<file path="src/design/spmq_pkg.sv">
// ----------------------------------------------------------------------------
// spmq_pkg
// Shared widths, codes and types of the stable priority move queue.
// ----------------------------------------------------------------------------
package spmq_pkg;

   localparam int OP_W  = 1;
   localparam int LVL_W = 3;
   localparam int MV_W  = 3;
   localparam int POS_W = 6;

   localparam logic [OP_W-1:0] OP_PUSH   = 1'b0;
   localparam logic [OP_W-1:0] OP_REPLAY = 1'b1;

   localparam logic [LVL_W-1:0] LVL_UNRECOGNIZED = 3'd0;
   localparam logic [LVL_W-1:0] LVL_CRITICAL     = 3'd1;
   localparam logic [LVL_W-1:0] LVL_HIGH         = 3'd2;
   localparam logic [LVL_W-1:0] LVL_NORMAL       = 3'd3;
   localparam logic [LVL_W-1:0] LVL_LOW          = 3'd4;

   localparam logic [MV_W-1:0] MV_UP    = 3'd1;
   localparam logic [MV_W-1:0] MV_RIGHT = 3'd2;
   localparam logic [MV_W-1:0] MV_DOWN  = 3'd3;
   localparam logic [MV_W-1:0] MV_LEFT  = 3'd4;

   localparam logic KIND_ACK = 1'b0;
   localparam logic KIND_POS = 1'b1;

   localparam logic STATUS_STORED = 1'b0;
   localparam logic STATUS_FULL   = 1'b1;

   localparam logic [POS_W-1:0] POS_MAX = 6'd63;

   typedef struct packed {
      logic [LVL_W-1:0] level;
      logic [MV_W-1:0]  move;
   } entry_type;

   localparam int ENTRY_W = $bits(entry_type);

   typedef struct packed {
      logic             kind;
      logic             status;
      logic [POS_W-1:0] x;
      logic [POS_W-1:0] y;
      logic             last;
   } result_type;

endpackage

</file>
<file path="src/design/spmq_ram.sv">
// ----------------------------------------------------------------------------
// spmq_ram
// Generic single-write, single-read RAM with a registered read port.
// ----------------------------------------------------------------------------
module spmq_ram #(
   parameter int WIDTH = 6,
   parameter int DEPTH = 16
) (
   input  logic                                    clock,
   input  logic                                    wr_en,
   input  logic [(DEPTH > 1 ? $clog2(DEPTH) : 1)-1:0] wr_addr,
   input  logic [WIDTH-1:0]                        wr_data,
   input  logic                                    rd_en,
   input  logic [(DEPTH > 1 ? $clog2(DEPTH) : 1)-1:0] rd_addr,
   output logic [WIDTH-1:0]                        rd_data
);

   logic [WIDTH-1:0] mem_ff [DEPTH];
   logic [WIDTH-1:0] rd_data_ff;

   always_ff @(posedge clock) begin
      if (wr_en) begin
         mem_ff[wr_addr] <= wr_data;
      end
      // Read data holds until the next read is issued.
      if (rd_en) begin
         rd_data_ff <= mem_ff[rd_addr];
      end
   end

   assign rd_data = rd_data_ff;

endmodule

</file>
<file path="src/design/spmq_out.sv">
// ----------------------------------------------------------------------------
// spmq_out
// Output register for result items, decoupling the sequencer from the
// result channel's stall.
// ----------------------------------------------------------------------------
module spmq_out (
   input  logic                           clock,
   input  logic                           reset,
   input  logic                           load,
   input  spmq_pkg::result_type           data,
   output logic                           slot_free,
   output logic                           rsp_valid,
   input  logic                           rsp_stall,
   output logic                           rsp_result_kind,
   output logic                           rsp_push_status,
   output logic [spmq_pkg::POS_W-1:0]     rsp_pos_x,
   output logic [spmq_pkg::POS_W-1:0]     rsp_pos_y,
   output logic                           rsp_last
);

   logic                 valid_ff;
   logic                 valid_in;
   spmq_pkg::result_type data_ff;

   assign slot_free = !valid_ff || !rsp_stall;
   assign valid_in  = load || (valid_ff && rsp_stall);

   always_ff @(posedge clock) begin
      if (reset) begin
         valid_ff <= 1'b0;
      end else begin
         valid_ff <= valid_in;
      end
   end

   always_ff @(posedge clock) begin
      if (load) begin
         data_ff <= data;
      end
   end

   assign rsp_valid       = valid_ff;
   assign rsp_result_kind = data_ff.kind;
   assign rsp_push_status = data_ff.status;
   assign rsp_pos_x       = data_ff.x;
   assign rsp_pos_y       = data_ff.y;
   assign rsp_last        = data_ff.last;

endmodule

</file>
<file path="src/design/stable_priority_move_queue.sv">
// ----------------------------------------------------------------------------
// stable_priority_move_queue
// Bounded queue of move codes kept stably sorted by priority level, with a
// replay that walks the queue and reports the position after every move.
// ----------------------------------------------------------------------------
//  channel | direction | handshake            | payload
//  req     | in        | req_valid/req_stall  | operation, priority_level, move_code
//  rsp     | out       | rsp_valid/rsp_stall  | result_kind, push_status, pos_x, pos_y, last
//
// A push holds the input while each stored entry of less urgent level moves one place
// up; each step is a read and a write-back of the entry RAM, and the new entry is then
// written into the freed place. A push to a full queue is dropped and acknowledged as full.
// A replay reads each stored entry from the RAM, then updates the position; an empty
// replay reports the origin once. Reset clears the state and the entry count; the RAM
// needs no clearing pass. A stalled result waits in the output register; the
// sequencer waits only when it needs that register for the next result.
module stable_priority_move_queue #(
   parameter int CAPACITY = 16
) (
   input  logic                           clock,
   input  logic                           reset,
   input  logic                           req_valid,
   output logic                           req_stall,
   input  logic [spmq_pkg::OP_W-1:0]      req_operation,
   input  logic [spmq_pkg::LVL_W-1:0]     req_priority_level,
   input  logic [spmq_pkg::MV_W-1:0]      req_move_code,
   output logic                           rsp_valid,
   input  logic                           rsp_stall,
   output logic                           rsp_result_kind,
   output logic                           rsp_push_status,
   output logic [spmq_pkg::POS_W-1:0]     rsp_pos_x,
   output logic [spmq_pkg::POS_W-1:0]     rsp_pos_y,
   output logic                           rsp_last
);

   localparam int AW = (CAPACITY > 1) ? $clog2(CAPACITY) : 1;
   localparam int CW = $clog2(CAPACITY + 1);

   localparam logic [2:0] S_IDLE  = 3'd0;
   localparam logic [2:0] S_PSTEP = 3'd1;
   localparam logic [2:0] S_PCMP  = 3'd2;
   localparam logic [2:0] S_ACK   = 3'd3;
   localparam logic [2:0] S_RREAD = 3'd4;
   localparam logic [2:0] S_RDATA = 3'd5;

   logic [2:0]                   state_ff, state_in;
   logic [CW-1:0]                count_ff, count_in;
   logic [CW-1:0]                idx_ff, idx_in;
   logic [spmq_pkg::LVL_W-1:0]   lvl_ff, lvl_in;
   logic [spmq_pkg::MV_W-1:0]    mv_ff, mv_in;
   logic [spmq_pkg::POS_W-1:0]   x_ff, x_in;
   logic [spmq_pkg::POS_W-1:0]   y_ff, y_in;
   logic                         kind_ff, kind_in;
   logic                         status_ff, status_in;

   logic [CW-1:0]                idx_dec;
   logic [CW-1:0]                idx_inc;
   logic [spmq_pkg::LVL_W-1:0]   lvl_norm;
   logic                         accept;

   logic                         ram_wr_en;
   logic [AW-1:0]                ram_wr_addr;
   spmq_pkg::entry_type          ram_wr_data;
   logic                         ram_rd_en;
   logic [AW-1:0]                ram_rd_addr;
   spmq_pkg::entry_type          ram_rd_data;

   logic                         out_load;
   logic                         out_free;
   spmq_pkg::result_type         out_data;

   logic [spmq_pkg::POS_W-1:0]   step_x;
   logic [spmq_pkg::POS_W-1:0]   step_y;

   assign req_stall = (state_ff != S_IDLE);
   assign accept    = req_valid && (state_ff == S_IDLE);
   assign idx_dec   = idx_ff - CW'(1);
   assign idx_inc   = idx_ff + CW'(1);
   assign lvl_norm  = (req_priority_level > spmq_pkg::LVL_LOW) ?
                      spmq_pkg::LVL_UNRECOGNIZED : req_priority_level;

   // Position after the move read from the RAM.
   always_comb begin
      step_x = x_ff;
      step_y = y_ff;
      case (ram_rd_data.move)
         spmq_pkg::MV_UP: begin
            if (y_ff != spmq_pkg::POS_MAX) step_y = y_ff + 1'b1;
         end
         spmq_pkg::MV_RIGHT: begin
            if (x_ff != spmq_pkg::POS_MAX) step_x = x_ff + 1'b1;
         end
         spmq_pkg::MV_DOWN: begin
            if (y_ff != '0) step_y = y_ff - 1'b1;
         end
         spmq_pkg::MV_LEFT: begin
            if (x_ff != '0) step_x = x_ff - 1'b1;
         end
         default: begin
         end
      endcase
   end

   always_comb begin
      state_in    = state_ff;
      count_in    = count_ff;
      idx_in      = idx_ff;
      lvl_in      = lvl_ff;
      mv_in       = mv_ff;
      x_in        = x_ff;
      y_in        = y_ff;
      kind_in     = kind_ff;
      status_in   = status_ff;
      ram_wr_en   = 1'b0;
      ram_wr_addr = idx_ff[AW-1:0];
      ram_wr_data = '{level: lvl_ff, move: mv_ff};
      ram_rd_en   = 1'b0;
      ram_rd_addr = idx_ff[AW-1:0];
      out_load    = 1'b0;
      out_data    = '{kind: kind_ff, status: status_ff, x: '0, y: '0, last: 1'b1};

      case (state_ff)
         S_IDLE: begin
            if (accept) begin
               lvl_in    = lvl_norm;
               mv_in     = req_move_code;
               x_in      = '0;
               y_in      = '0;
               status_in = spmq_pkg::STATUS_STORED;
               if (req_operation == spmq_pkg::OP_PUSH) begin
                  kind_in = spmq_pkg::KIND_ACK;
                  if (count_ff == CW'(CAPACITY)) begin
                     status_in = spmq_pkg::STATUS_FULL;
                     state_in  = S_ACK;
                  end else begin
                     idx_in   = count_ff;
                     state_in = S_PSTEP;
                  end
               end else begin
                  kind_in = spmq_pkg::KIND_POS;
                  idx_in  = '0;
                  // An empty replay reports the origin once.
                  state_in = (count_ff == '0) ? S_ACK : S_RREAD;
               end
            end
         end
         S_PSTEP: begin
            if (idx_ff == '0) begin
               ram_wr_en = 1'b1;
               count_in  = count_ff + CW'(1);
               state_in  = S_ACK;
            end else begin
               ram_rd_en   = 1'b1;
               ram_rd_addr = idx_dec[AW-1:0];
               state_in    = S_PCMP;
            end
         end
         S_PCMP: begin
            // Entries of a less urgent level move up one place; the new entry
            // lands right after the last one of equal or more urgent level.
            ram_wr_en = 1'b1;
            if (ram_rd_data.level > lvl_ff) begin
               ram_wr_data = ram_rd_data;
               idx_in      = idx_dec;
               state_in    = S_PSTEP;
            end else begin
               count_in = count_ff + CW'(1);
               state_in = S_ACK;
            end
         end
         S_ACK: begin
            if (out_free) begin
               out_load = 1'b1;
               state_in = S_IDLE;
            end
         end
         S_RREAD: begin
            ram_rd_en = 1'b1;
            state_in  = S_RDATA;
         end
         S_RDATA: begin
            if (out_free) begin
               out_load = 1'b1;
               out_data = '{kind: spmq_pkg::KIND_POS, status: spmq_pkg::STATUS_STORED,
                            x: step_x, y: step_y, last: (idx_inc == count_ff)};
               x_in     = step_x;
               y_in     = step_y;
               idx_in   = idx_inc;
               state_in = (idx_inc == count_ff) ? S_IDLE : S_RREAD;
            end
         end
         default: begin
            state_in = S_IDLE;
         end
      endcase
   end

   always_ff @(posedge clock) begin
      if (reset) begin
         state_ff <= S_IDLE;
         count_ff <= '0;
      end else begin
         state_ff <= state_in;
         count_ff <= count_in;
      end
   end

   always_ff @(posedge clock) begin
      idx_ff    <= idx_in;
      lvl_ff    <= lvl_in;
      mv_ff     <= mv_in;
      x_ff      <= x_in;
      y_ff      <= y_in;
      kind_ff   <= kind_in;
      status_ff <= status_in;
   end

   spmq_ram #(
      .WIDTH (spmq_pkg::ENTRY_W),
      .DEPTH (CAPACITY)
   ) u_entries (
      .clock   (clock),
      .wr_en   (ram_wr_en),
      .wr_addr (ram_wr_addr),
      .wr_data (ram_wr_data),
      .rd_en   (ram_rd_en),
      .rd_addr (ram_rd_addr),
      .rd_data (ram_rd_data)
   );

   spmq_out u_out (
      .clock           (clock),
      .reset           (reset),
      .load            (out_load),
      .data            (out_data),
      .slot_free       (out_free),
      .rsp_valid       (rsp_valid),
      .rsp_stall       (rsp_stall),
      .rsp_result_kind (rsp_result_kind),
      .rsp_push_status (rsp_push_status),
      .rsp_pos_x       (rsp_pos_x),
      .rsp_pos_y       (rsp_pos_y),
      .rsp_last        (rsp_last)
   );

endmodule

</file>
<file path="config.mk">
export PLATFORM = sky130hd
export DESIGN_NAME = stable_priority_move_queue
export DESIGN_NICKNAME = d
export VERILOG_FILES = /design/src/design/spmq_pkg.sv /design/src/design/spmq_ram.sv /design/src/design/spmq_out.sv /design/src/design/stable_priority_move_queue.sv
export SDC_FILE = /design/constraint.sdc
export NUM_CORES = 1
export LEC_CHECK = 0
export ABC_AREA = 1
export BUFFER_PORTS_ARGS = -buffer_cell sky130_fd_sc_hd__buf_2
export CORE_ASPECT_RATIO = 0.9
export CORE_MARGIN = 1.5
export CORE_UTILIZATION = 65
export DETAILED_ROUTE_END_ITERATION = 10
export PLACE_DENSITY_LB_ADDON = 0.12
export SLEW_MARGIN = 10
export SYNTH_ARGS = -nofsm -noshare
export SYNTH_HDL_FRONTEND = slang
export SYNTH_SLANG_ARGS = --single-unit
</file>
<file path="constraint.sdc">
create_clock -name clock -period 4.9 [get_ports clock]
set_input_delay 0.245 -clock clock [delete_from_list [all_inputs] [get_ports clock]]
set_output_delay 0.245 -clock clock [all_outputs]
set_load 0.01 [all_outputs]
</file>
# Word level (Yosys, flattened, before mapping)
# Memories as Yosys holds them, arrays and structs flattened. A register that Yosys moved wholly into a read port is not among the register bits.
# Index checks and enable logic that the tools add are counted.
word_totals:
  ramBits: 96
  mem_count: 1
  output_inout_bits: 17
  wordCells: 113
  reg_bits: 49
op_classes:
  eq_ne: 20
  reduce_logical: 22
  n_mux: 46
  magnitude_cmp: 2
  n_addsub: 7
mem_list:
  columns: ["name", "words", "word_bits", "rd", "rd_ports_with_merged_regs", "write_ports", "line", "text"]
  rows:
  - ["u_entries.mem_ff", 16, 6, 1, 1, 1, "spmq_ram.sv:18", "logic [WIDTH-1:0] mem_ff [DEPTH];"]
ops:
  columns: ["cell", "n"]
  rows:
  - ["6-bit two-way mux", 9]
  - ["6-bit case mux with 2 select lines", 4]
  - ["5-bit two-way mux", 7]
  - ["15-bit two-way mux", 2]
  - ["3-bit two-way mux", 6]
  - ["3-bit case mux with 6 select lines", 1]
  - ["5-bit case mux with 3 select lines", 1]
  - ["6-bit by 1-bit adder with 6-bit output (second input constant)", 2]
  - ["3-bit by 2-bit == test with 1-bit output (second input constant)", 4]
  - ["2-bit inequality test (second input constant)", 6]
  - ["6-bit inequality test (second input constant)", 2]
  - ["6-bit nonzero test", 2]
  - ["6-bit by 1-bit subtractor with 6-bit output (second input constant)", 2]
  - ["5-bit by 1-bit adder with 5-bit output (second input constant)", 2]
  - ["5-bit logical NOT", 2]
  - ["5-bit case mux with 2 select lines", 1]
  - ["3-bit == test (second input constant)", 3]
  - ["1-bit two-way mux", 9]
  - ["3-bit AND reduction", 3]
  - ["4-bit two-way mux", 2]
  - ["3-bit by 1-bit == test with 1-bit output (second input constant)", 2]
  - ["3-bit nonzero test", 2]
  - ["5-bit == test", 1]
  - ["5-bit == test (second input constant)", 1]
  - ["other kinds (14)", 21]

# Depth between registers and ports, before layout
depth:
  word_depth: 5
  mapped_depth: 13
  depth_no_buf: 12

# Modules after synthesis
# From an unflattened synthesis, not the netlist that was laid out.
hier_totals:
  hier_cells: 811
  hier_area_um2: 7646.1
by_module_without_submodules:
  columns: ["mod", "area_per_inst_um2", "seq_area_each_um2", "instances", "cells_per_inst"]
  rows:
  - ["spmq_ram", 4385.5, 3062.9, 1, 420]
  - ["stable_priority_move_queue", 2771.4, 910.9, 1, 372]
  - ["spmq_out", 489.2, 470.5, 1, 19]

# Least setup slack after synthesis
# No wires, ideal clock.
synth_timing:
  path_kind: "register to register"
  startpoint: "register u_entries.rd_data_ff[5], in the netlist u_entries.rd_data[5], read port of u_entries.mem_ff"
  endpoint: "memory u_entries.mem_ff[0][4] (data pin)"
  path_buffers: 1
  setup_time_ns: 0.330
  t_arrival_ns: 2.032
  setup_slack_ns: 2.538
  stages_incl_launch_ff: 10
  required_ns: 4.570
  period_less_slack_ns: 2.362
  path_cell_list: "edfxtp_1 > ha_1 > a21oi_1 > o21ai_0 > nand2_1 > inv_1 > nand2_1 > buf_2 > inv_1 > o21ai_0"
synth_lines:
  columns: ["element", "line", "text"]
  rows:
  - ["from (decl)", "spmq_ram.sv:19", "logic [WIDTH-1:0] rd_data_ff;"]
  - ["to (decl)", "spmq_ram.sv:18", null]

# Final worst setup path
layout_timing:
  startpoint: "register idx_ff[0]"
  endpoint: "register u_entries.rd_data_ff[3], in the netlist u_entries.rd_data[3], read port of u_entries.mem_ff (data pin)"
layout_via:
  elab_chain_cells: 3
  word_cells_on_any_way: 6
  cone_classes: "1 x add/sub; 4 x mux; 1 x reduce/logical"
layout_lines:
  columns: ["element", "line", "text"]
  rows:
  - ["from (decl)", "stable_priority_move_queue.sv:48", "logic [CW-1:0] idx_ff, idx_in;"]
  - ["from (signal assigned)", "stable_priority_move_queue.sv:209", "idx_ff <= idx_in;"]
  - ["5-bit by 1-bit subtractor with 5-bit output or 5-bit logical NOT (tied branches)", "stable_priority_move_queue.sv:77, stable_priority_move_queue.sv:148", null]
  - ["4-bit two-way mux or 1-bit two-way mux (tied branches)", "stable_priority_move_queue.sv:148", "if (idx_ff == '0) begin"]
  - ["4-bit two-way mux or 1-bit case mux with 2 select lines (tied branches)", "stable_priority_move_queue.sv:122", "case (state_ff)"]
# Several ways; a longest one is shown, not always the timed one.
# A chain may end at the register's enable or synchronous reset.

==> impl_metrics.json <==
{
  "status": "completed",
  "cts_root_buf": "clkbuf_16",
  "ios": 28,
  "hold_viol": 0,
  "worstMarginPinSlew_ns": 1.138,
  "drc": 0,
  "cts_buffer_depth": 2,
  "fp.coreArea_sq_um": 11570,
  "path_depth": 10,
  "crit_path_end_kind": "flip-flop",
  "relSlewSlack_pct": 23.84,
  "grt_max_degree": 41,
  "fp.dieH_um": 106.8,
  "area_growth_syn_to_layout_pct": 10.25,
  "ys_warn_count": 0,
  "vias": 6084,
  "skew_ns": 0.004630,
  "clk_latency_ns": 0.43,
  "die_w_um": 118.4,
  "ys_seq_area_share_pct": 57.07,
  "cts_buffers": 17,
  "crit_family": "simple AND/OR/NAND/NOR gates",
  "hold_path_class": "in2reg",
  "syn_area_sq_um": 7787,
  "diodes": 0,
  "routabilityCongestion": 0.9590,
  "avgSynthCellArea_sq_um": 9.249,
  "path_class": "reg2reg",
  "grt_pass1_vias": 5801,
  "cts_resized": 0,
  "reg2reg_depth": 10,
  "path_cells": "inv_2, ha_1, nand3_4, nand3_1, nand2_2, nand2_1, nand3_1, nand3_1, nand3_1, nand2_1",
  "grt_pass1_wl_um": 29810,
  "p_leak_nw": 3.839,
  "min-delay-start": "reset",
  "finish.utilization_pct": 74.18,
  "ys.flop_type": "edfxtp_1",
  "first_pass_iters": 6,
  "overflow": 0,
  "whs_ns": 0.03723,
  "routed_wl_um": 18690,
  "worstPathRequired_ns": 5.08,
  "synthCells": 842,
  "drv_cap": 0,
  "crit_arrival_ns": 3.68,
  "power_density_nw_per_um2": 668.3,
  "vdd_drop_max_mv": 0.4693,
  "slew_violations": 0,
  "cp_slowest_cell": "nand2_2",
  "timing.rr.start": "idx_ff[0]$_DFFE_PP_",
  "dr.first_iter.drc_count": 855,
  "crit_top_cell": "nand3_1",
  "final.period_utilization_pct": 71.49,
  "hold_depth": 2,
  "final_layout_size_suffix_gt1_share_pct": 9.707,
  "avgViaCountPerCell": 5.839,
  "startpoint": "idx_ff[0]$_DFFE_PP_",
  "stdcell_area_sq_um": 8586,
  "clkTransAtPathRegs_ns": 0.06,
  "tns_ns": 0,
  "grt_setup_unrepaired": "no",
  "antenna_found_initial": 0,
  "start_util_pct": 67.29,
  "rows": 37,
  "ys_ff_latch": 151,
  "dpl.hpwl_um": 12620,
  "final_cell_count_no_fill": 1042,
  "crit_path_max_incr_delay_ns": 0.88,
  "placed_cell_area_sq_um": 8006,
  "num-nets-final": 899,
  "portBuffers": 27,
  "fmax_ghz": 0.2855,
  "path_buf_inv": 1,
  "antenna_left": 0,
  "placed_cells": 1007,
  "cts_sinks": 151,
  "async_flop_share_pct": 0,
  "yosys.cell_types.count": 38,
  "htreeDepth": 4,
  "wire_per_inst_um": 17.94,
  "cp_max_fo": 40,
  "synth_edf_count": 142,
  "grt_usage_pct": 31.40,
  "syn_nets": 868,
  "cts_tree": "built",
  "startpoint_type": "flip-flop",
  "dieArea_sq_um": 12650,
  "period_needed_ns": 3.503,
  "setup_viol": 0
}
-- cell type report --
class	instances	area, sq um
clock buffers	20	436.7
clock inverters	12	110.1
fillers	807	2988
inverters	177	664.4
multi-input cells	490	2525
flip-flops and latches	151	4444
well taps	156	195.2
repair buffers	36	210.2
-- where the power goes --
group	switching, mW	internal [mW]
Sequential	0.184	1.81
Clock	0.487	0.736
Combinational	1.80	0.716
-- per-stage QoR --
stage                     worst slack (ns)  total power [mW]
final                                1.397             5.738
after detailed placement             1.503             4.428
after global placement               1.651             4.330
after global routing                 1.069             6.059
after CTS                            1.486             5.676
after floorplan                      2.538             3.814
-- logic make-up (layout without fill, tap and decap cells) --
kind of cell             Yosys count  after routing  synth area share [%]
buffers and inverters            201            245                 10.54
adder cells (fa/ha/maj)           15             15                 2.410
XOR/XNOR                          13             13                 1.462
AO/OA/AOI/OAI                     61             61                 5.029
flip-flops                       151            151                 57.07
AND/OR/NAND/NOR                  401            401                 23.49
-- layout by cell type (no fill, tap or decap), types with 2 or more instances in the layout --
master         count
dlygate4sd3_1      3
xnor2_1            3
nand2_4            3
nand4_1            5
a221oi_1           2
clkbuf_16         17
inv_2              5
dfxtp_1            9
buf_4              6
inv_1            172
edfxtp_1         142
o21ai_4            2
o211ai_1           6
clkinv_1           4
nor2_1            43
o21ai_0           16
or2_2              3
clkinvlp_4         2
o21ai_1            7
nor2_2             3
clkinv_2           4
xor2_1            10
nor2_8             2
o22ai_1            3
clkbuf_1           3
nand2_1          180
bufinv_16          2
nand3_1          143
a21oi_1           14
a31oi_1            2
nor3_1             9
buf_2             27
nand2_2            6
ha_1              15
o221ai_1           5
-- worst register-to-register path, stage by stage, from the launching register on --
cell,delay (ns)
edfxtp_1,0.55
inv_2,0.15
ha_1,0.31
nand3_4,0.16
nand3_1,0.59
nand2_2,0.89
nand2_1,0.16
nand3_1,0.15
nand3_1,0.09
nand3_1,0.16
nand2_1,0.06
-- final timing paths --
kind | endpoint | slack (ns)
hold / removal | state_ff[1]$_SDFFE_PP0P_ | 0.04
hold reg to reg | u_out.rsp_result_kind$_DFFE_PP_ | 0.50
setup reg to reg | u_entries.rd_data[3]$_DFFE_PP_ | 1.40
setup / recovery | u_entries.rd_data[3]$_DFFE_PP_ | 1.40
-- routing by layer --
layer  wire, um  share of wire [%]  GRT usage, %
met5          0                  0             0
met2       9008                 48         50.46
met4        478                2.6         11.02
met3       1647                8.8         7.606
met1       7560                 40         42.34
-- flip-flops by register name (all words and copies together), names as in the netlist, 5 cells and up --
signal             cells
u_out.rsp_pos_x        6
count_ff               5
idx_ff                 5
y_ff                   6
u_entries.rd_data      6
u_entries.mem_ff      96
u_out.rsp_pos_y        6
x_ff                   6
-- repair_timing --
item	CTS	global route
hold buffers	3	0
buffers inserted	0	0
endpoints found under the hold margin	3	0
-- synthesized netlist by cell type (2+ instances only) --
master	number	area share, %
buf_6	3	0.43
o22ai_1	3	0.24
buf_2	11	0.71
nor3_1	9	0.58
nand2_1	180	8.7
nand3_1	143	9.2
a21oi_1	14	0.90
xnor2_1	3	0.34
ha_1	15	2.4
o211ai_1	6	0.58
nand2_4	3	0.43
o21ai_1	2	0.13
inv_2	5	0.24
nor2_1	44	2.1
a31oi_1	2	0.16
clkbuf_1	2	0.096
xor2_1	10	1.1
buf_4	8	0.77
o221ai_1	5	0.56
nand4_1	5	0.40
dfxtp_1	9	2.3
nor2_2	2	0.16
a221oi_1	2	0.22
o21ai_4	2	0.42
o21ai_0	21	1.3
inv_1	172	8.3
nor2_8	2	0.51
edfxtp_1	142	55
nand2_2	6	0.48
or2_2	3	0.24
(Power assumes the default switching activity.)
